### config.mk
export PLATFORM = sky130hd
export DESIGN_NAME = sac_way_unit
export DESIGN_NICKNAME = d
export VERILOG_FILES = /design/src/sac_pkg.sv /design/src/sac_way_unit.sv
export SDC_FILE = /design/constraint.sdc
export NUM_CORES = 1
export LEC_CHECK = 0
export BUFFER_PORTS_ARGS = -buffer_cell sky130_fd_sc_hd__buf_4
export CAP_MARGIN = 20
export CORE_ASPECT_RATIO = 0.6
export CORE_MARGIN = 2
export CORE_UTILIZATION = 38
export DETAILED_ROUTE_END_ITERATION = 12
export MAX_ROUTING_LAYER = met4
export PLACE_DENSITY = 0.87
export SYNTH_ARGS = -nofsm -noshare
export SYNTH_HDL_FRONTEND = slang
export SYNTH_SLANG_ARGS = --single-unit
### constraint.sdc
create_clock -name vclk -period 3.8
set_input_delay 0.38 -clock vclk [all_inputs]
set_output_delay 0.38 -clock vclk [all_outputs]
set_load 0.02 [all_outputs]
### src/sac_pkg.sv
// Shared types and constants for the set-associative cache tag block.
// Used by the way compare unit, the top level, its checker and the testbench.
`default_nettype none

package sac_pkg;

  // Default sizes handed to the top-level parameters.
  localparam int WAYS_DEF      = 4;
  localparam int SETS_DEF      = 64;
  localparam int ADDR_BITS_DEF = 48;

  // Fixed field widths.
  localparam int STAMP_W   = 32;
  localparam int SET_RAW_W = 7;
  localparam int WAY_OUT_W = 2;
  localparam int CFG_IDX_W = 2;
  localparam int CFG_W     = 4;

  // Configuration register indexes.
  localparam logic [CFG_IDX_W-1:0] REG_REPL_MODE  = 2'd0;
  localparam logic [CFG_IDX_W-1:0] REG_LOG2_SETS  = 2'd1;
  localparam logic [CFG_IDX_W-1:0] REG_LOG2_LINE  = 2'd2;
  localparam logic [CFG_IDX_W-1:0] REG_WAYS_IN_USE = 2'd3;

  // Replacement modes.
  localparam logic REPL_LRU    = 1'b0;
  localparam logic REPL_DIRECT = 1'b1;

  // Access kinds.
  localparam logic KIND_READ  = 1'b0;
  localparam logic KIND_WRITE = 1'b1;

  typedef enum logic [2:0] {
    ST_CLEAR,
    ST_IDLE,
    ST_REDUCE,
    ST_SCAN,
    ST_WRITE
  } sac_state_t;

  // Result of comparing one way against the lookup tag and the current victim.
  typedef struct packed {
    logic match;
    logic older;
  } way_cmp_t;

endpackage

`default_nettype wire

### src/sac_way_unit.sv
// Shared compare unit: checks one way for a tag hit and against the victim's stamp.
// Depends on sac_pkg.
`default_nettype none

module sac_way_unit #(
  parameter int ADDR_BITS = sac_pkg::ADDR_BITS_DEF
) (
  input  wire logic                        way_valid,
  input  wire logic [ADDR_BITS-1:0]        way_tag,
  input  wire logic [sac_pkg::STAMP_W-1:0] way_stamp,
  input  wire logic [ADDR_BITS-1:0]        lookup_tag,
  input  wire logic [sac_pkg::STAMP_W-1:0] victim_stamp,
  output sac_pkg::way_cmp_t                cmp
);

  import sac_pkg::*;

  // Less-or-equal lets a later way take a tie, so the highest way wins.
  always_comb begin
    cmp.match = way_valid && (way_tag == lookup_tag);
    cmp.older = (way_stamp <= victim_stamp);
  end

endmodule

`default_nettype wire

Word-level counts from Yosys, hierarchy flattened:

Cells that the tools add are included.

* reductions and logical operators: 1
* order comparisons: 1
* equality and inequality tests: 1

Operators with widths (count)
* $eq A48 B48 Y1: 1
* $le A32 B32 Y1: 1
* $logic_and A1 B1 Y1: 1

* word-level logic and storage cells: 3
* input port bits: 161
* output and inout bits: 2
* flip-flop bits (word level): 0

Depth between registers and ports, before layout:

Gate-level depths: netlist of run 1.

* word-level depth: 2
* mapped depth: 7
* depth with buffers taken out: 7

Worst setup path before layout of run 1:

Ideal clock, no wire load.

* path kind: input -> output
* start point: in victim_stamp[14] (netlist bit)
* end point: out cmp[0] (netlist bit)
* buffers on the path: 0
* slack: 1.665 ns
* required time: 3.420 ns
* cell stages on the path: 7
* arrival time: 1.755 ns
* path through: inv_1 > ha_1 > a21oi_1 > nand2_1 > a221oi_1 > a31oi_1 > o21ai_0

RTL lines
* from (decl): RTL line sac_way_unit.sv:12 `input wire logic [sac_pkg::STAMP_W-1:0] victim_stamp,`
* to (decl): RTL line sac_way_unit.sv:13 `output sac_pkg::way_cmp_t cmp`

==> results of run 1 <==
## layer usage
| layer | routed length [um] | share of wire | global-route usage |
|---|---|---|---|
| met5 | 0 | 0 | - |
| met4 | 25 | 0.0043 | 0.0167 |
| met3 | 411 | 0.070 | 0.0230 |
| met2 | 2920 | 0.50 | 0.491 |
| met1 | 2520 | 0.43 | 0.343 |
## layout by cell type (no fill, tap or decap)
cell type | netlist | layout
a221oi_1 | 4 | 4
nor4_1 | 4 | 4
a2111o_1 | 1 | 1
o21ai_0 | 6 | 6
a2111oi_0 | 1 | 1
o221ai_2 | 1 | 1
nand3_1 | 4 | 4
nor3_1 | 1 | 1
nor4_2 | 2 | 2
nor2b_1 | 2 | 2
xnor2_1 | 25 | 25
o22ai_1 | 2 | 2
nand2b_1 | 1 | 1
a21oi_1 | 12 | 12
and4_1 | 1 | 1
ha_1 | 32 | 32
inv_1 | 47 | 47
o211ai_1 | 1 | 1
and3_1 | 1 | 1
o221ai_1 | 1 | 1
buf_4 | 0 | 163
nand4_1 | 14 | 14
o31ai_1 | 1 | 1
a22oi_1 | 2 | 2
a31oi_1 | 1 | 1
nor2_1 | 4 | 4
nand2b_2 | 1 | 1
xor2_1 | 9 | 9
nand2_1 | 10 | 10
o2bb2ai_1 | 5 | 5
## worst max path at each step
| stage | startpoint | endpoint | cells past startpoint |
|---|---|---|---|
| final | way_stamp[19] | cmp[0] | 8 |
| after global routing | way_stamp[19] | cmp[0] | 8 |
| after CTS | way_stamp[19] | cmp[0] | 8 |
| after detailed placement | way_stamp[19] | cmp[0] | 8 |
| after global placement | way_stamp[19] | cmp[0] | 8 |
| after floorplan | victim_stamp[14] | cmp[0] | 7 |
## logic make-up after synthesis
group | after synthesis | synth area share
AO/OA/AOI/OAI | 38 | 0.188
XOR/XNOR | 34 | 0.214
buffers and inverters | 47 | 0.127
AND/OR/NAND/NOR | 45 | 0.185
adder cells (fa/ha/maj) | 32 | 0.287
## power by group
group / internal (W) / leakage (nW) / switching, W / total (W)
logic: 0.000170 / 1.49 / 0.000103 / 0.000273
clock network: 0 / 0 / 0 / 0
registers: 0 / 0 / 0 / 0
## metrics by stage
stage          utilization  std cells  worst slack, ns  cell area [sq um]  total power, W
6_report             0.790        404             1.48               2670        0.000273
5_1_grt              0.790        404             1.47               2670        0.000300
4_1_cts              0.790        404             1.52               2670        0.000272
3_5_place_dp         0.790        404             1.51               2670        0.000272
3_3_place_gp         0.790        404             1.58               2670        0.000261
2_1_floorplan            -        196             1.66               1390        0.000107
## cell type report
| class | instances | area (sq um) |
|---|---|---|
| inverters | 47 | 176 |
| fillers | 243 | 709 |
| repair buffers | 163 | 1220 |
| well taps | 45 | 56.3 |
| multi-input cells | 149 | 1220 |
## tightest hold or removal path, delay by kind of cell
kind / cells / cell delay (ns)
buffers and inverters: 2 / 0.24
AND/OR/NAND/NOR: 2 / 0.14
XOR/XNOR: 1 / 0.05
## cells in the mapped netlist
cell	number	area, sq um
a2111o_1	1	11.3
a2111oi_0	1	8.76
a21oi_1	12	60.1
a221oi_1	4	35.0
a22oi_1	2	15.0
a31oi_1	1	6.26
and3_1	1	6.26
and4_1	1	8.76
ha_1	32	400
inv_1	47	176
nand2_1	10	37.5
nand2b_1	1	6.26
nand2b_2	1	8.76
nand3_1	4	20.0
nand4_1	14	87.6
nor2_1	4	15.0
nor2b_1	2	12.5
nor3_1	1	5.00
nor4_1	4	25.0
nor4_2	2	25.0
o211ai_1	1	7.51
o21ai_0	6	30.0
o221ai_1	1	8.76
o221ai_2	1	15.0
o22ai_1	2	12.5
o2bb2ai_1	5	43.8
o31ai_1	1	7.51
xnor2_1	25	219
xor2_1	9	78.8
==> out/results.ini, run 1 <==
[floorplan]
start_util = 0.412
die_area_sq_um = 4180
die_h_um = 50.9
coreArea_sq_um = 3380
pin_count = 163
fp.dieW_um = 82.2
std_cell_rows = 16

[final_layout]
syn2layout_area_growth_pct = 91.8
clkbuf_count = 0
antenna_cells = 0
seqCellArea_sq_um = 0
drive_above_1_share = 0.465
seq_cells = 0
nNetsFinal = 554

[routing]
dr.pass1.iters = 4
vias = 2014
drcViolationCount = 0
postRouteAntennaNets = 0
via_per_inst = 4.99
dr.first_iter.drc_count = 106
wire_per_inst_um = 14.5
finalWirelength_um = 5870

[worst_hold_path]
worstHoldEndpoint = cmp[1]
whs_path_depth = 5
worst_hold_path_type = input pin to primary output
min_from = way_tag[15]

[critical_path]
critPathMaxStageDelay_ns = 0.36
critPathKind = input pin to primary output
arrival_ns = 1.94
path_cells = buf_4 > ha_1 > a21oi_1 > o21ai_0 > a221oi_1 > o31ai_1 > o21ai_0 > buf_4
path_delay_family = compound AO/OA/AOI/OAI gates
start_kind = input pin
required_ns = 3.42
worstSetupEndpointType = primary output
crit_path_max_fanout = 2
path_buf_inv = 2
crit_slowest_cell = a221oi_1

[global_route]
grt_max_degree = 5
antenna_found_initial = 0
grt_pass1_wl_um = 8740
grt_pass1_vias = 2043
grt_use_total = 0.271
globalRouteOverflowTotal = 0

[placement]
gp_congestion = 0.887
hpwlAfterDp_um = 5640
io_buffer_count = 163

[synthesis]
ys_seq_area_frac = 0
syn_area_per_cell_sq_um = 7.11
ys_types = 29
netlist_area_sq_um = 1390
synth_nets = 389
netlist_instances = 196
synth_warnings = 0

[sta]
finalHoldViolations = 0
finalCritPeriodShare = 0.610
whs_ns = 1.19
rsz0062_at_grt = false
worst_pin_slew_ns = 0.510
min_period_ns = 2.32
slew_violations = 0
setup-violations-final = 0
finalSetupTns_ns = 0
fmax_mhz = 431
max_slew_margin = 0.651

[outcome]
status = finished clean

[clocking]
cts_resized = 0
cts_setup_buffers = 0
ctsHoldBuffers = 0

[run]
maxCapViolations = 0

[pwr]
p_leak_nw = 1.49
cellPowerDensity_nw_per_um2 = 102
ir_drop_v = 0.0000602

Power figures use the tool's default switching activity.
==> run 2, diff against run 1 <==
--- a/config.mk
+++ b/config.mk
@@ -9,10 +9,10 @@
 export CAP_MARGIN = 20
 export CORE_ASPECT_RATIO = 0.6
 export CORE_MARGIN = 2
-export CORE_UTILIZATION = 38
+export CORE_UTILIZATION = 35
 export DETAILED_ROUTE_END_ITERATION = 12
 export MAX_ROUTING_LAYER = met4
-export PLACE_DENSITY = 0.87
+export PLACE_DENSITY = 0.81
 export SYNTH_ARGS = -nofsm -noshare
 export SYNTH_HDL_FRONTEND = slang
 export SYNTH_SLANG_ARGS = --single-unit
==> constraint.sdc (replaced) <==
create_clock -name vclk -period 2.3
set_input_delay 0.23 -clock vclk [all_inputs]
set_output_delay 0.23 -clock vclk [all_outputs]
set_load 0.02 [all_outputs]
==> run 2 against run 1 <==
Setup slack got worse by 1.1 ns. Critical path type unchanged. Die area is 8.0% higher. Worst hold slack worse by 0.29 ns. Routed wire length decreased by 8.1%. Non-clock buffer count stayed put. Clock-buffer cell count unchanged. Utilization fell by 7.5 points. Cell count rose by 0.50%. Sequential share of layout area is the same.
==> out/results.ini, run 2 (same netlist as run 1, synthesis figures left out) <==
[clocking]
cts_resized = 0  ; unchanged
cts_setup_buffers = 0  ; unchanged
ctsHoldBuffers = 0  ; unchanged

[pwr]
p_leak_nw = 1.49  ; unchanged
ir_drop_v = 0.0000974  ; +62%
cellPowerDensity_nw_per_um2 = 164  ; +61%

[run]
maxCapViolations = 0  ; unchanged

[routing]
dr.first_iter.drc_count = 36  ; -66%
drcViolationCount = 0  ; unchanged
via_per_inst = 4.76  ; -4.4%
wire_per_inst_um = 13.3  ; -8.6%
postRouteAntennaNets = 0  ; unchanged
vias = 1934  ; -4.0%
finalWirelength_um = 5400  ; -8.1%
dr.pass1.iters = 4  ; unchanged

[floorplan]
start_util = 0.372  ; -0.0397
coreArea_sq_um = 3740  ; +11%
fp.dieW_um = 85.5  ; +4.0%
pin_count = 163  ; unchanged
die_area_sq_um = 4520  ; +8.0%
std_cell_rows = 17  ; +1
die_h_um = 52.9  ; +3.9%

[critical_path]
path_cells = buf_4 > ha_1 > nor2b_1 > o211ai_1 > a2111o_1 > a31oi_1 > o21ai_0 > buf_4
cp_common_cell = buf_4
required_ns = 2.07  ; -1.35 ns
crit_slowest_cell = a2111o_1
crit_path_max_fanout = 2  ; unchanged
worstSetupEndpointType = primary output
critPathMaxStageDelay_ns = 0.37  ; about the same
arrival_ns = 1.67  ; -0.27 ns
critPathKind = input pin to primary output
start_kind = input pin

[worst_hold_path]
worst_hold_path_type = input pin to primary output
whs_path_depth = 5  ; unchanged
min_from = way_tag[28]
worstHoldEndpoint = cmp[1]

[final_layout]
seq_cells = 0  ; unchanged
clkbuf_count = 0  ; unchanged
antenna_cells = 0  ; unchanged
syn2layout_area_growth_pct = 92.0  ; about the same
final_cell_mix = buf_4, inv_1, ha_1
drive_above_1_share = 0.465  ; unchanged
final_util = 0.715  ; -0.0754
fin_area_sq_um = 2680  ; about the same
layout_commonest_cell = buf_4
seqCellArea_sq_um = 0  ; unchanged
nNetsFinal = 554  ; unchanged

[sta]
setup-violations-final = 0  ; unchanged
min_period_ns = 1.90
slew_violations = 0  ; unchanged
rsz0062_at_grt = false
worst_pin_slew_ns = 0.487  ; -0.0221 ns
finalCritPeriodShare = 0.825
finalSetupTns_ns = 0  ; unchanged
timing.final.ws_setup_ns = 0.402  ; -1.08 ns
max_slew_margin = 0.667  ; +0.0151
fmax_mhz = 527
finalHoldViolations = 0  ; unchanged

[placement]
hpwlAfterDp_um = 5230  ; -7.3%
pre_cts_ws_ns = 0.412  ; -1.10 ns
gp_congestion = 0.867  ; -2.2%
place_area_sq_um = 2680  ; about the same
io_buffer_count = 163  ; unchanged

[global_route]
antenna_found_initial = 0  ; unchanged
grt_pass1_vias = 1808  ; -12%
grt_use_total = 0.219  ; -0.0523
globalRouteOverflowTotal = 0  ; unchanged
grt_pass1_wl_um = 7690  ; -12%
grt_max_degree = 5  ; unchanged

[outcome]
status = finished clean

==> run 2: cell counts in the layout (fill, tap and decap cells not counted) <==
No cell type changed its count.
==> run 2: routing by layer <==
metal  share of wire  global-route usage  up-vias
li1                -                   -     1017
met1            0.45               0.293      835
met2            0.48               0.391       80
met3           0.063              0.0125        2
met4          0.0054             0.00529        0
met5               0                   -        -
==> run 2: area by class of cell <==
cell class | count | area [sq um]
repair buffers | 163 | 1220
multi-input cells | 149 | 1220
fillers | 324 | 1070
inverters | 47 | 176
well taps | 47 | 58.8
==> run 2: worst max path at each step <==
stage,from,to,slack (ns),cells past startpoint
final,way_stamp[1],cmp[0],0.40,8
after global routing,way_stamp[7],cmp[0],0.27,8
after CTS,way_stamp[1],cmp[0],0.40,8
after detailed placement,way_stamp[1],cmp[0],0.41,8
after global placement,way_stamp[1],cmp[0],0.43,8
after floorplan,victim_stamp[14],cmp[0],0.46,7
==> run 2: power by group <==
group          switching [W]  internal [W]  total, W
Clock                      0             0         0
Combinational       0.000160      0.000280  0.000440
Sequential                 0             0         0
==> run 2: critical path, delay by kind of cell <==
kind,cells,cell delay (ns)
adders and majority gates,1,0.29
AOI/OAI and AO/OA,4,0.74
buffers and inverters,2,0.27
and+or+nand+nor,1,0.14
==> run 2: per-stage QoR <==
stage / power [W] / hold slack [ns] / instances
final: 0.000440 / 0.898 / 406
after global routing: 0.000486 / 0.915 / 406
after CTS: 0.000443 / 0.899 / 406
after detailed placement: 0.000441 / 0.899 / 406
after global placement: 0.000430 / 0.901 / 406
after floorplan: 0.000176 / 0.644 / 196
==> run 3, diff against run 2 <==
==> constraint.sdc (replaced) <==
create_clock -name vclk -period 2
set_input_delay 0.2 -clock vclk [all_inputs]
set_output_delay 0.2 -clock vclk [all_outputs]
set_load 0.02 [all_outputs]
==> run 3 against run 2 <==
Worst hold slack lost 0.075 ns. Global-route usage rose by 0.90 points. Cell count unchanged. Critical path depth unchanged. Clock-buffer cell count unchanged. Die area did not move. Non-clock buffer count did not move. Final area unchanged. Power is 15% higher. Via count decreased by 0.83%. First-iteration DRC count decreased by 8.3%. Routed wire length up 0.89%.
==> out/results.ini, run 3 (same netlist as run 1, synthesis figures left out) <==
[placement]
dp_cells = 406  ; unchanged
hpwlAfterDp_um = 5250  ; +0.43%
gp_congestion = 0.867  ; about the same
io_buffer_count = 163  ; unchanged

[final_layout]
antenna_cells = 0  ; unchanged
layout_commonest_cell = buf_4
fillers = 336  ; +3.7%
multi_input_area_sq_um = 1220  ; unchanged
clkbuf_count = 0  ; unchanged
syn2layout_area_growth_pct = 92.0  ; unchanged
drive_above_1_share = 0.465  ; unchanged
nNetsFinal = 554  ; unchanged
stdcell_count = 406  ; unchanged
seqCellArea_sq_um = 0  ; unchanged
seq_cells = 0  ; unchanged
final_cell_mix = buf_4, inv_1, ha_1
final_util = 0.715  ; unchanged

[routing]
dr.pass1.iters = 4  ; unchanged
dr_wl_met2_um = 2590  ; -0.84%
wire_per_inst_um = 13.4  ; +0.89%
drcViolationCount = 0  ; unchanged
wl_met1_um = 2430  ; +0.66%
finalWirelength_um = 5440  ; +0.89%
via_per_inst = 4.72  ; -0.83%
routed.top_layer = met4
dr.first_iter.drc_count = 33  ; -8.3%
vias = 1918  ; -0.83%
postRouteAntennaNets = 0  ; unchanged
wl_met3_um = 355  ; +4.4%

[clocking]
cts_resized = 0  ; unchanged
ctsHoldBuffers = 0  ; unchanged
cts_setup_buffers = 0  ; unchanged

[critical_path]
crit_path_max_fanout = 2  ; unchanged
required_ns = 1.80  ; -0.27 ns
arrival_ns = 1.64  ; -0.03 ns
worstSetupEndpointType = primary output
critPathKind = input pin to primary output
start_kind = input pin

[floorplan]
die_h_um = 52.9  ; unchanged
pin_count = 163  ; unchanged
fp.dieW_um = 85.5  ; unchanged
die_area_sq_um = 4520  ; unchanged
coreArea_sq_um = 3740  ; unchanged
std_cell_rows = 17  ; unchanged
start_util = 0.372  ; unchanged

[sta]
fmax_mhz = 542
finalSetupTns_ns = 0  ; unchanged
finalCritPeriodShare = 0.922
slew_violations = 0  ; unchanged
max_slew_margin = 0.680  ; +0.0131
finalHoldViolations = 0  ; unchanged
min_period_ns = 1.84
setup-violations-final = 0  ; unchanged
rsz0062_at_grt = false
worst_pin_slew_ns = 0.468  ; -0.0191 ns

[worst_hold_path]
worst_hold_path_type = input pin to primary output

[outcome]
status = finished clean

[pwr]
cellPowerDensity_nw_per_um2 = 189  ; +15%
p_leak_nw = 1.49  ; unchanged
ir_drop_v = 0.000105  ; +8.1%

[global_route]
antenna_found_initial = 0  ; unchanged
grt_max_degree = 5  ; unchanged
grt_use_total = 0.228  ; +0.00904
grt_pass1_wl_um = 7990  ; +4.0%
globalRouteOverflowTotal = 0  ; unchanged
grt_pass1_vias = 1868  ; +3.3%

[run]
maxCapViolations = 0  ; unchanged

run 3: cell type report:
class	instances	share of cell area
Inverter	47	0.0659
Multi-Input combinational cell	149	0.455
Timing Repair Buffer	163	0.457
Tap cell	47	0.0220
run 3: stage by stage:
step / area (sq um) / hold slack (ns) / total power (W) / setup WS, ns
6_report: 2680 / 0.823 / 0.000506 / 0.157
5_1_grt: 2680 / 0.850 / 0.000560 / 0.0464
4_1_cts: 2680 / 0.828 / 0.000509 / 0.155
3_5_place_dp: 2680 / 0.828 / 0.000507 / 0.165
3_3_place_gp: 2680 / 0.841 / 0.000495 / 0.185
2_1_floorplan: 1390 / 0.584 / 0.000202 / 0.225
run 3: worst paths after layout:
kind                     start  endpoint  slack (ns)  cells after the start
setup / recovery  way_stamp[1]    cmp[0]        0.16                      8
hold / removal     way_tag[28]    cmp[1]        0.82                      5
run 3: worst max-delay path, stage by stage:
cell      delay, ns
buf_4          0.11
ha_1           0.29
nor2b_1        0.14
o211ai_1       0.10
a2111o_1       0.37
a31oi_1        0.16
o21ai_0        0.11
buf_4          0.17
run 3: where the power goes:
group / total (W) / switching, W / internal (W)
Combinational: 0.000506 / 0.000185 / 0.000321
Sequential: 0 / 0 / 0
Clock: 0 / 0 / 0
Total: 0.000506 / 0.000185 / 0.000321
run 3: routing by layer:
| layer | global-route usage | vias up |
|---|---|---|
| met2 | 0.396 | 80 |
| li1 | - | 1017 |
| met3 | 0.0250 | 6 |
| met5 | - | - |
| met4 | 0.0317 | 0 |
| met1 | 0.297 | 815 |
