$ cat src/sac_ram.sv
// Generic single-write, single-read RAM with a registered read port.
// No dependencies.
`default_nettype none

module sac_ram #(
  parameter int WIDTH = 8,
  parameter int DEPTH = 16
) (
  input  wire logic                                   clk,
  input  wire logic                                   wr_en,
  input  wire logic [((DEPTH > 1) ? $clog2(DEPTH) : 1)-1:0] wr_addr,
  input  wire logic [WIDTH-1:0]                       wr_data,
  input  wire logic                                   rd_en,
  input  wire logic [((DEPTH > 1) ? $clog2(DEPTH) : 1)-1:0] rd_addr,
  output logic      [WIDTH-1:0]                       rd_data
);

  logic [WIDTH-1:0] mem [DEPTH];

  always_ff @(posedge clk) begin
    if (wr_en) begin
      mem[wr_addr] <= wr_data;
    end
    if (rd_en) begin
      rd_data <= mem[rd_addr];
    end
  end

endmodule

`default_nettype wire

$ cat config.mk
export PLATFORM = sky130hd
export DESIGN_NAME = sac_ram
export DESIGN_NICKNAME = d
export VERILOG_FILES = /design/src/sac_ram.sv
export SDC_FILE = /design/constraint.sdc
export NUM_CORES = 1
export LEC_CHECK = 0
export BUFFER_PORTS_ARGS = -buffer_cell sky130_fd_sc_hd__buf_4
export CORE_MARGIN = 4
export CORE_UTILIZATION = 45
export DETAILED_ROUTE_END_ITERATION = 8
export PLACE_DENSITY = 0.72
export SLEW_MARGIN = 20
export SYNTH_ARGS = -nofsm -noshare
export SYNTH_HDL_FRONTEND = slang
export SYNTH_SLANG_ARGS = --single-unit
$ cat constraint.sdc
create_clock -name clk -period 4.5 [get_ports clk]
set_clock_uncertainty 0.2 [all_clocks]
set_input_delay 0.9 -clock clk [delete_from_list [all_inputs] [get_ports clk]]
set_output_delay 0.9 -clock clk [all_outputs]
set_load 0.02 [all_outputs]
-- Word-level counts from Yosys, hierarchy flattened
Memories as Yosys holds them, arrays and structs flattened. A register that Yosys moved wholly into a read port is not among the register bits.
Index checks and enable logic that the tools add are counted.
- flip-flop bits (word level): 0
- memory bits (writable): 128
- input port bits: 19
- word-level logic and storage cells: 3
- memories: 1
- memories (memory ; words ; width ; read ports ; clocked after Yosys merged registers in ; wr ports ; line ; RTL):
    mem ; 16 ; 8 ; 1 ; 1 ; 1 ; 18 ; logic [WIDTH-1:0] mem [DEPTH];
- muxes and demuxes: 2
- operators by type and width (kind ; count):
    two-way mux 1 bit ; 2

-- Logic depth before layout (Yosys ltp)
Gate-level depths: netlist of the first run.
- depth in word-level cells: 2
- mapped depth: 5

-- Least setup slack after synthesis of the first run
No wires, ideal clock.
- kind: input-to-reg
- from: in wr_addr[2] (netlist bit)
- to: mem mem[0][0], enable pin
- setup time: 383 ps
- arrival: 2010 ps
- data required time: 3917 ps
- setup slack: 1907 ps
- stages on the path: 2
- path buffers: 0
- cell sequence: or3b_2 nor3_1
- RTL lines (item ; line ; RTL):
    start: declaration ; 11 ; input wire logic [((DEPTH > 1) ? $clog2(DEPTH) : 1)-1:0] wr_addr,
    end: declaration ; 18 ;
Straight into the memory's write port.

-- Final worst setup path of the first run
- from: in wr_addr[2] (netlist bit)
- to: mem mem[3][4], enable pin
Straight into the memory's write port.

==> qor.txt, run 1 <==
Post-Route Hold Slack: 0.5340 ns
power per cell area: 486.0 mW/mm²
CP Data Required Time: 4.32 ns
final hold violation count: 0
worst-path fanout max: 8
count of different cell masters after synthesis: 18
Post-Synth Adder-Cell Area: 0%
Net Sw Frac: 19.51%
final critical-path required period: 2.509 ns
hold buffer count at CTS: 0
total track usage: 16.55%
combinational family with the most area after synthesis: multiplexers
remaining antenna violation count: 0
number of DRC markers in iteration 0: 245
Worst setup startpoint: wr_addr[2]
post-CTS clock slew at the launch and capture registers of the worst setup and hold paths: 0.06 ns
Util after Layout: 53.90%
width of the die: 115.8 µm
Worst R2R Path Depth: 3
proportion of synthesized area in mux cells: 14.79%
Port Buffers: 26
fill count: 891
complex-gate fraction of the synthesized area: 2.298%
share of final-layout standard cells stronger than drive strength 1: 27.96%
source-to-sink clock delay at the later pin of the worst-skew pair: 0.42 ns
ordered cell list for the critical path: buf_4 > or3b_2 > nor2_1
CTS tree: built
number of nets in the layout: 285
share of total power in combinational logic: 4.6%
static power due to leakage: 2.036 nW
number of warnings printed during yosys synthesis: 0
post-place setup slack: 1.621 ns
placeable core region: 0.01142 mm²
relative contribution of the clock network to total power: 47.4%
routed len/inst: 24.47 µm
slack of the critical path: 1.991 ns
number of setup buffers added after CTS: 0
CTS root buf: sky130_fd_sc_hd__clkbuf_16
Area growth, synth to finish: 17.74%
Crit path largest cell delay: 0.79 ns
Crit path arrival time: 2.33 ns
final setup vio count: 0
start of the worst register-to-register path: mem[1][0]$_DFFE_PP_
critical hold path startpoint: mem[15][4]$_DFFE_PP_
Max Buffers Root-to-Sink: 2
number of vias after detailed routing: 2,414
cell count after placement: 390
total die area: 0.01341 mm²
result of the run: finished clean
capturing element of the worst setup path: mem[3][4]$_DFFE_PP_
flip-flop and latch count after synthesis: 136
die height: 115.8 µm
synthesized-area fraction occupied by and/or/nand/nor cells: 3.135%
Finished Layout Cells: 422
Setup Total Neg Slack: 0 ns
most common cell after layout, fill and taps aside: sky130_fd_sc_hd__edfxtp_1
wire length reported by the detailed router: 10,330 µm
RD Place Congestion: 0.7121
number of optimization iterations in the first detailed-route pass: 4
Num CTS Buffers: 17
number of pins exceeding their max-slew limit in the final report: 0
via count of the first global-routing pass: 2,517
mean cell area of the mapped netlist: 22.83 µm²
sequential group share of total power: 48.0%
post-route clock period utilization: 55.75%
Critical-path top delay cell: sky130_fd_sc_hd__nor2_1
number of antenna violations at the first check in global routing: 0
worst flop-to-flop path endpoint: rd_data[0]$_DFFE_PP_
Switching Power: 0.5836 mW
Worst path depth: 3
Int Power: 2.408 mW
Setup CP Type: input pin to register
top-level port count: 27
drc violations: 0
wire length of the first global-routing pass: 15,470 µm
kind of cell adding the most delay to the critical path: simple AND/OR/NAND/NOR gates
share of the yosys chip area belonging to registers: 78.12%
total of max-cap violations: 0
Vias/cell: 5.720
Post-Synthesis Net Count: 248
area of the mapped netlist: 0.005228 mm²
leading cell types by total area after synthesis: sky130_fd_sc_hd__edfxtp_1 (78%), sky130_fd_sc_hd__mux4_2 (7.8%), sky130_fd_sc_hd__mux4_1 (7.0%)
startpoint kind of the worst setup timing path: input pin
grt ovf: 0
area share of xor/xnor cells in the synthesized design: 0%
Row Count: 39
half-perimeter wire length of the detailed placement result: 6029 µm
Max transition margin: 24.62%
sink count of the clock tree: 136
flop2flop setup slack: 2.68 ns
synthesized instance count: 229
setup repair after global routing missed its margin: no
maximum number of pins on one net before global-route repair: 33
sort of element at the end of the critical path: register
transition at the pin with the smallest max-transition slack: 1.127 ns
total of cells resized after clock tree synthesis: 0
worst supply voltage drop on vdd: 0.2361 mV
H-Tree Level Count: 4
achievable clock frequency: 398.6 MHz
largest area contributor in the netlist: sky130_fd_sc_hd__edfxtp_1
Starting Density: 45.78%
type of the most critical hold path: register to register
area share of the largest cell type after synthesis: 78.12%
number of buffer and inverter stages on the critical path: 1
number of antenna diodes: 0
top library cells by usage in the layout, fill and taps aside: sky130_fd_sc_hd__edfxtp_1 (136), sky130_fd_sc_hd__buf_4 (28), sky130_fd_sc_hd__mux4_2 (18)
cells in the mapped netlist, drive strengths merged:
master / number
mux4: 32
nor3: 4
a22oi: 16
and2: 1
nand3: 1
nand2b: 2
nand2: 9
clkdlybuf4s25: 3
or3b: 1
edfxtp: 136
and2b: 1
nand3b: 2
nor2: 13
nor2b: 1
buf: 7
power by group through the flow:
stage               clock network (mW)  logic (mW)  registers (mW)
finish                            1.42       0.139            1.44
CTS                               1.44       0.140            1.44
detailed placement                   0       0.139            1.46
global route                      1.50       0.150            1.44
global placement                     0       0.135            1.46
floorplan                            0      0.0720            1.47
how the worst min path moves through the flow:
stage	cells after the start	slack [ns]	end
floorplan	3	0.50	rd_data[0]$_DFFE_PP_
global route	3	0.57	rd_data[4]$_DFFE_PP_
global placement	3	0.53	rd_data[1]$_DFFE_PP_
detailed placement	3	0.53	rd_data[4]$_DFFE_PP_
finish	3	0.53	rd_data[4]$_DFFE_PP_
CTS	3	0.54	rd_data[4]$_DFFE_PP_
worst min-delay path: cells and delay by family, from the launching register on:
kind | cells | cell delay, ns
mux | 1 | 0.22
simple gates | 1 | 0.05
flops | 1 | 0.31
compound gates | 1 | 0.06
state kept, by name, summed over array words and instances, names as in the netlist:
name / cells
rd_data: 8
mem: 128
kinds of logic after synthesis:
family          Yosys count
compound gates           16
buf+inv                  10
flops                   136
mux                      32
simple gates             35
cell type report:
cell class | count | area (µm²) | share of cell area [%]
timing repair buffer | 28 | 210.2 | 3.415
clock inverter | 13 | 178.9 | 2.907
sequential | 136 | 4084 | 66.36
clock buffer | 19 | 432.9 | 7.034
multi-input combinational | 83 | 1070 | 17.38
tap | 143 | 178.9 | 2.907
metrics by stage:
| stage | power [mW] | area (µm²) |
|---|---|---|
| 2_1_floorplan | 1.539 | 5228 |
| 3_3_place_gp | 1.596 | 5535 |
| 3_5_place_dp | 1.601 | 5540 |
| 4_1_cts | 3.013 | 6152 |
| 5_1_grt | 3.085 | 6155 |
| 6_report | 2.991 | 6155 |
metal layers:
metal | global-route usage (%) | part of all wire, % | up-vias
li1 | - | - | 1059
met1 | 24.14 | 40 | 1231
met2 | 24.40 | 49 | 118
met3 | 5.535 | 11 | 6
met4 | 4.176 | 0.50 | 0
met5 | 0 | 0 | -
Power figures use the tool's default switching activity.
==> inputs of run 2 (changes only) <==
ABC_AREA = 1   (was unset)
PLACE_DENSITY = 0.74   (was 0.72)
clock period = 2.2 ns   (was 4.5 ns; I/O delays follow)
==> run 2 against run 1 <==
- synthesized cell count rose by 140%
- sequential power rose by 100%
- power rose by 100%
- critical endpoint is now rd_data[0]
==> qor.txt, run 2 <==
routed len/inst: 16.64 µm (-32%)
number of vias after detailed routing: 3,915 (+62%)
critical hold path startpoint: rd_en
maximum number of pins on one net before global-route repair: 65 (+97%)
Cells on Worst Hold Path: 1 (-2)
CTS tree: built
worst flop-to-flop path endpoint: rd_data[4]$_DFFE_PP_
sort of element at the end of the critical path: output port
post-CTS clock slew at the launch and capture registers of the worst setup and hold paths: 0.06 ns (about the same)
width of the die: 122.0 µm (+5.4%)
share of final-layout standard cells stronger than drive strength 1: 12.38% (-16 points)
Starting Density: 46.14% (+0.36 points)
final setup vio count: 0 (unchanged)
Post-Route Hold Slack: 0.1168 ns (-0.4172 ns)
Setup CP Type: register to output port
total die area: 0.01488 mm² (+11%)
FFs w/ async S/R, synth: 0% (unchanged)
total of max-cap violations: 0 (unchanged)
Critical-path top delay cell: sky130_fd_sc_hd__edfxtp_1
number of antenna violations at the first check in global routing: 0 (unchanged)
Row Count: 41 (+5.1%)
leading cell types by total area after synthesis: sky130_fd_sc_hd__edfxtp_1 (70%), sky130_fd_sc_hd__nand2_1 (11%), sky130_fd_sc_hd__nand3_1 (8.3%)
wire length reported by the detailed router: 12,950 µm (+25%)
final critical-path required period: 1.657 ns
sink count of the clock tree: 136 (unchanged)
half-perimeter wire length of the detailed placement result: 8024 µm (+33%)
static power due to leakage: 2.960 nW (+45%)
post-route clock period utilization: 75.33%
Post-Synthesis Net Count: 570 (+130%)
setup repair after global routing missed its margin: no
number of setup buffers added after CTS: 0 (unchanged)
CP Data Required Time: 1.56 ns (-2.76 ns)
number of DRC markers in iteration 0: 478 (+95%)
synthesized instance count: 551 (+140%)
Hold EP: rd_data[4]$_DFFE_PP_
Worst R2R Path Depth: 6 (+3)
Setup Total Neg Slack: 0 ns (unchanged)
number of optimization iterations in the first detailed-route pass: 5 (+1)
total track usage: 18.84% (+2.3 points)
area share of the largest cell type after synthesis: 69.85% (-8.3 points)
cell with the most instances after synthesis: sky130_fd_sc_hd__nand2_1
Area growth, synth to finish: 17.23%
power per cell area: 880.1 mW/mm² (+81%)
final hold violation count: 0 (unchanged)
drc violations: 0 (unchanged)
number of warnings printed during yosys synthesis: 0 (unchanged)
top-level port count: 27 (unchanged)
Most flops, register: mem
result of the run: finished clean
Worst setup startpoint: rd_data[0]$_DFFE_PP_
source-to-sink clock delay at the later pin of the worst-skew pair: 0.42 ns (about the same)
number of pins exceeding their max-slew limit in the final report: 0 (unchanged)
hold buffer count at CTS: 0 (unchanged)
achievable clock frequency: 603.4 MHz
most common cell after layout, fill and taps aside: sky130_fd_sc_hd__nand2_1
grt ovf: 0 (unchanged)
transition at the pin with the smallest max-transition slack: 0.5810 ns (-0.5456 ns)
flop2flop setup slack: 0.83 ns (-1.85 ns)
number of antenna diodes: 0 (unchanged)
placeable core region: 0.01267 mm² (+11%)
via count of the first global-routing pass: 3,786 (+50%)
count of different cell masters after synthesis: 11 (-7)
RD Place Congestion: 0.8338 (+17%)
start of the worst register-to-register path: mem[9][4]$_DFFE_PP_
number of enable-type register cells in the synthesized netlist: 136 (unchanged)
type of the most critical hold path: input pin to register
startpoint kind of the worst setup timing path: register
list of most frequent post-synthesis cells: sky130_fd_sc_hd__nand2_1 (173), sky130_fd_sc_hd__edfxtp_1 (136), sky130_fd_sc_hd__inv_1 (100), sky130_fd_sc_hd__nand3_1 (97), sky130_fd_sc_hd__nor2_1 (17)
number of nets in the layout: 612 (+110%)
number of flip-flops under the largest register name: 128 (unchanged)
total of cells resized after clock tree synthesis: 0 (unchanged)
share of the yosys chip area belonging to registers: 69.85% (-8.3 points)
area of the mapped netlist: 0.005847 mm² (+12%)
Crit path arrival time: 1.02 ns (-1.31 ns)
wire length of the first global-routing pass: 20,480 µm (+32%)
kind of cell adding the most delay to the critical path: flip-flops
ordered cell list for the critical path: buf_4
Crit path largest cell delay: 0.42 ns (-0.37 ns)
die height: 122.0 µm (+5.4%)
Vias/cell: 5.032 (-12%)
Max Buffers Root-to-Sink: 2 (unchanged)
mean cell area of the mapped netlist: 10.61 µm² (-54%)
CTS root buf: sky130_fd_sc_hd__clkbuf_16
Num CTS Buffers: 17 (unchanged)
Port Buffers: 26 (unchanged)
top library cells by usage in the layout, fill and taps aside: sky130_fd_sc_hd__nand2_1 (173), sky130_fd_sc_hd__edfxtp_1 (136), sky130_fd_sc_hd__inv_1 (100)
flip-flop and latch count after synthesis: 136 (unchanged)
flip-flop cell with the highest count after synthesis: sky130_fd_sc_hd__edfxtp_1
Max transition margin: 61.23% (+37 points)
largest registers: mem (128), rd_data (8)
worst supply voltage drop on vdd: 0.5724 mV (+140%)
worst-path fanout max: 1 (-7)
number of buffer and inverter stages on the critical path: 1 (unchanged)
H-Tree Level Count: 4 (unchanged)
largest area contributor in the netlist: sky130_fd_sc_hd__edfxtp_1
remaining antenna violation count: 0 (unchanged)
Util after Layout: 54.09% (+0.19 points)
[run 2: worst register-to-register path, stage by stage, from the launching register on]
cell and delay (ns):
sky130_fd_sc_hd__edfxtp_1 0.35, sky130_fd_sc_hd__inv_1 0.06, sky130_fd_sc_hd__nand2_1 0.06, sky130_fd_sc_hd__nand3_1 0.09, sky130_fd_sc_hd__nand3_1 0.13, sky130_fd_sc_hd__nand3_1 0.14, sky130_fd_sc_hd__nand2_1 0.08
[run 2: cell type report]
class | instances | area (µm²)
Fill cell | 1087 | 5817
Sequential cell | 136 | 4084
Multi-Input combinational cell | 289 | 1214
Clock buffer | 19 | 432.9
Timing Repair Buffer | 47 | 390.4
Inverter | 102 | 382.9
Tap cell | 172 | 215.2
Clock inverter | 13 | 135.1
[run 2: power by group]
group | internal, mW | switching, mW
Combinational | 0.122 | 0.261
Sequential | 2.92 | 0.0180
Clock | 1.75 | 0.962
Total | 4.79 | 1.24
[run 2: routing by layer]
| layer | wire [µm] | track usage (%) | share of wire, % | up-vias |
|---|---|---|---|---|
| met5 | 0 | 0 | 0 | - |
| met4 | 282 | 7.913 | 2.2 | 0 |
| met3 | 963 | 4.689 | 7.4 | 21 |
| met2 | 6073 | 28.31 | 47 | 169 |
| met1 | 5627 | 26.28 | 43 | 1857 |
| li1 | - | - | - | 1868 |
[run 2: kinds of logic after synthesis]
| family | after synthesis | share of synthesized area (%) |
|---|---|---|
| buffers and inverters | 126 | 9.394 |
| flip-flops | 136 | 69.85 |
| AND/OR/NAND/NOR | 289 | 20.76 |
[run 2: through the flow]
step	setup slack [ns]	total power, mW	instances	cell area [µm²]
after floorplan	0.6092	3.207	551	5847
after detailed placement	0.3162	3.374	746	6286
after global placement	0.3308	3.363	746	6286
after global routing	0.5183	6.247	778	6854
after CTS	0.5380	6.069	778	6854
final	0.5427	6.033	778	6854
[run 2: worst max path at each step]
stage                     depth (start not counted)                   end
final                                             1            rd_data[0]
after global routing                              1            rd_data[0]
after CTS                                         1            rd_data[0]
after detailed placement                          8  rd_data[7]$_DFFE_PP_
after global placement                            8  rd_data[7]$_DFFE_PP_
after floorplan                                   2  mem[10][0]$_DFFE_PP_
==> inputs of run 3 (changes only) <==
PLACE_DENSITY = 0.71   (was 0.74)
clock period = 1.6 ns   (was 2.2 ns; I/O delays follow)
==> run 3 against run 2 <==
- sequential share of layout area decreased by 0.076 points
- critical path depth stayed put
- largest cell class unchanged
- global-route usage increased by 0.16 points
- sequential power is 37% higher
- count of clock-buffer cells in the layout grew 1
- clock power is 34% higher
- hold slack lost 0.073 ns
- register-to-register slack got worse by 0.55 ns
- flip-flop and latch count is the same
- power rose by 36%
- first-iteration DRC count down 9.2%
==> qor.txt, run 3 (same netlist as run 2, synthesis figures left out) <==
share of total power in combinational logic: 6.5% (about the same)
capturing element of the worst setup path: rd_data[1]
worst flop-to-flop path endpoint: rd_data[0]$_DFFE_PP_
Max Buffers Root-to-Sink: 2 (unchanged)
Starting Density: 46.14% (unchanged)
wire length on met1: 5446 µm (-3.2%)
placeable core region: 0.01267 mm² (unchanged)
number of vias after detailed routing: 3,884 (-0.79%)
Critical-path top delay cell: sky130_fd_sc_hd__edfxtp_1
Vias/cell: 4.973 (-1.2%)
Worst setup startpoint: rd_data[1]$_DFFE_PP_
largest registers: mem (128), rd_data (8)
Switching Power: 1.748 mW (+41%)
setup repair after global routing missed its margin: no
number of nets in the layout: 616 (+0.65%)
total of max-cap violations: 0 (unchanged)
final setup vio count: 0 (unchanged)
Worst R2R Path Depth: 6 (unchanged)
ordered cell list for the critical path: buf_4
number of antenna violations at the first check in global routing: 0 (unchanged)
highest metal layer used by the detailed router: met4
CTS tree: built
total track usage: 19.00% (+0.16 points)
source-to-sink clock delay at the later pin of the worst-skew pair: 0.41 ns (about the same)
maximum number of pins on one net before global-route repair: 49 (-25%)
number of flip-flops under the largest register name: 128 (unchanged)
met3 wire length: 1047 µm (+8.7%)
grt ovf: 0 (unchanged)
static power due to leakage: 2.959 nW (about the same)
sequential group share of total power: 49.3% (+0.6 points)
via count of the first global-routing pass: 3,793 (+0.18%)
wire length reported by the detailed router: 12,990 µm (+0.32%)
top library cells by usage in the layout, fill and taps aside: sky130_fd_sc_hd__nand2_1 (173), sky130_fd_sc_hd__edfxtp_1 (136), sky130_fd_sc_hd__inv_1 (100)
total die area: 0.01488 mm² (unchanged)
post-place setup slack: -0.1394 ns (-0.4557 ns)
top-level port count: 27 (unchanged)
die height: 122.0 µm (unchanged)
final hold violation count: 0 (unchanged)
post-CTS clock slew at the launch and capture registers of the worst setup and hold paths: 0.06 ns (about the same)
Worst path depth: 1 (unchanged)
H-Tree Level Count: 4 (unchanged)
startpoint kind of the worst setup timing path: register
sort of element at the end of the critical path: output port
Port Buffers: 26 (unchanged)
kind of cell adding the most delay to the critical path: flip-flops
slack of the critical path: 0.07972 ns (-0.4630 ns)
half-perimeter wire length of the detailed placement result: 8288 µm (+3.3%)
CTS root buf: sky130_fd_sc_hd__clkbuf_16
type of the most critical hold path: input pin to register
most common cell after layout, fill and taps aside: sky130_fd_sc_hd__nand2_1
CP Data Required Time: 1.08 ns (-0.48 ns)
worst-path fanout max: 1 (unchanged)
Util after Layout: 54.16% (+0.069 points)
fill count: 1,071 (-1.5%)
Max transition margin: 61.84% (+0.61 points)
routed len/inst: 16.63 µm (about the same)
share of final-layout standard cells stronger than drive strength 1: 12.81% (+0.43 points)
number of antenna diodes: 0 (unchanged)
Post-Route Hold Slack: 0.04420 ns (-0.07257 ns)
drc violations: 0 (unchanged)
flop2flop setup slack: 0.28 ns (-0.55 ns)
Setup CP Type: register to output port
post-route clock period utilization: 95.02%
wire length of the first global-routing pass: 20,910 µm (+2.1%)
Most flops, register: mem
Crit path arrival time: 1.00 ns (-0.02 ns)
Int Power: 6.444 mW (+34%)
number of setup buffers added after CTS: 0 (unchanged)
number of buffer and inverter stages on the critical path: 1 (unchanged)
Net Sw Frac: 21.34% (+0.77 points)
transition at the pin with the smallest max-transition slack: 0.5716 ns (-0.009316 ns)
total power consumption of the routed design: 8.192 mW (+36%)
Crit path largest cell delay: 0.41 ns (about the same)
routed length on met2: 6239 µm (+2.7%)
start of the worst register-to-register path: mem[12][0]$_DFFE_PP_
RD Place Congestion: 0.8953 (+7.4%)
result of the run: finished clean
number of DRC markers in iteration 0: 434 (-9.2%)
Area growth, synth to finish: 17.38%
remaining antenna violation count: 0 (unchanged)
number of optimization iterations in the first detailed-route pass: 5 (unchanged)
power per cell area: 1194 mW/mm² (+36%)
Row Count: 41 (unchanged)
number of pins exceeding their max-slew limit in the final report: 0 (unchanged)
sink count of the clock tree: 136 (unchanged)
width of the die: 122.0 µm (unchanged)
Finished Layout Cells: 781 (+0.39%)
cell count after placement: 749 (+0.40%)
worst supply voltage drop on vdd: 0.7369 mV (+29%)
final critical-path required period: 1.520 ns
Num CTS Buffers: 17 (unchanged)
relative contribution of the clock network to total power: 44.2% (-0.7 points)
achievable clock frequency: 657.8 MHz
-- run 3: changes by cell type in the layout (fill, tap and decap cells not counted), sizes merged --
| cell | delta |
|---|---|
| clkinv | -3 |
| buf | +3 |
| dlygate4sd3 | +1 |
| clkinvlp | +2 |
| clkbuf | +1 |
| bufinv | -1 |
-- run 3: worst min path at each step --
stage                from                   end  slack (ns)  cells after the start
3_5_place_dp        rd_en  rd_data[4]$_DFFE_PP_        0.43                      1
2_1_floorplan  wr_data[0]   mem[0][0]$_DFFE_PP_        0.22                      0
5_1_grt        wr_data[1]   mem[5][1]$_DFFE_PP_        0.05                      1
4_1_cts        wr_data[1]   mem[4][1]$_DFFE_PP_        0.04                      1
3_3_place_gp        rd_en  rd_data[3]$_DFFE_PP_        0.42                      1
6_report       wr_data[1]  mem[12][1]$_DFFE_PP_        0.04                      1
-- run 3: power groups by stage --
stage,clock network (mW),logic [mW],registers (mW)
3_3_place_gp,0,0.523,4.11
3_5_place_dp,0,0.533,4.11
2_1_floorplan,0,0.281,4.13
5_1_grt,3.82,0.593,4.04
4_1_cts,3.63,0.539,4.04
6_report,3.62,0.536,4.04
-- run 3: routing by layer --
metal | GRT usage (%) | up-vias
met5 | 0 | -
li1 | - | 1870
met1 | 25.72 | 1816
met3 | 4.318 | 21
met4 | 7.073 | 0
met2 | 30.18 | 177
-- run 3: metrics by stage --
stage | area (µm²) | setup TNS, ns
3_3_place_gp | 6309 | -0.5310
5_1_grt | 6863 | 0
2_1_floorplan | 5847 | 0
6_report | 6863 | 0
3_5_place_dp | 6309 | -0.7816
4_1_cts | 6863 | 0
-- run 3: layout make-up --
| cell class | instances | area, µm² | area share (%) |
|---|---|---|---|
| flip-flops and latches | 136 | 4084 | 59.51 |
| multi-input cells | 289 | 1214 | 17.68 |
| clock buffers | 20 | 436.7 | 6.363 |
| repair buffers | 51 | 422.9 | 6.162 |
| inverters | 102 | 382.9 | 5.579 |
| well taps | 172 | 215.2 | 3.136 |
| clock inverters | 11 | 107.6 | 1.568 |
-- run 3: what timing repair did --
item                                   in CTS  in global routing
resized for setup                           0                  0
hold buffers                                1                  0
endpoints found under the hold margin       8                  0
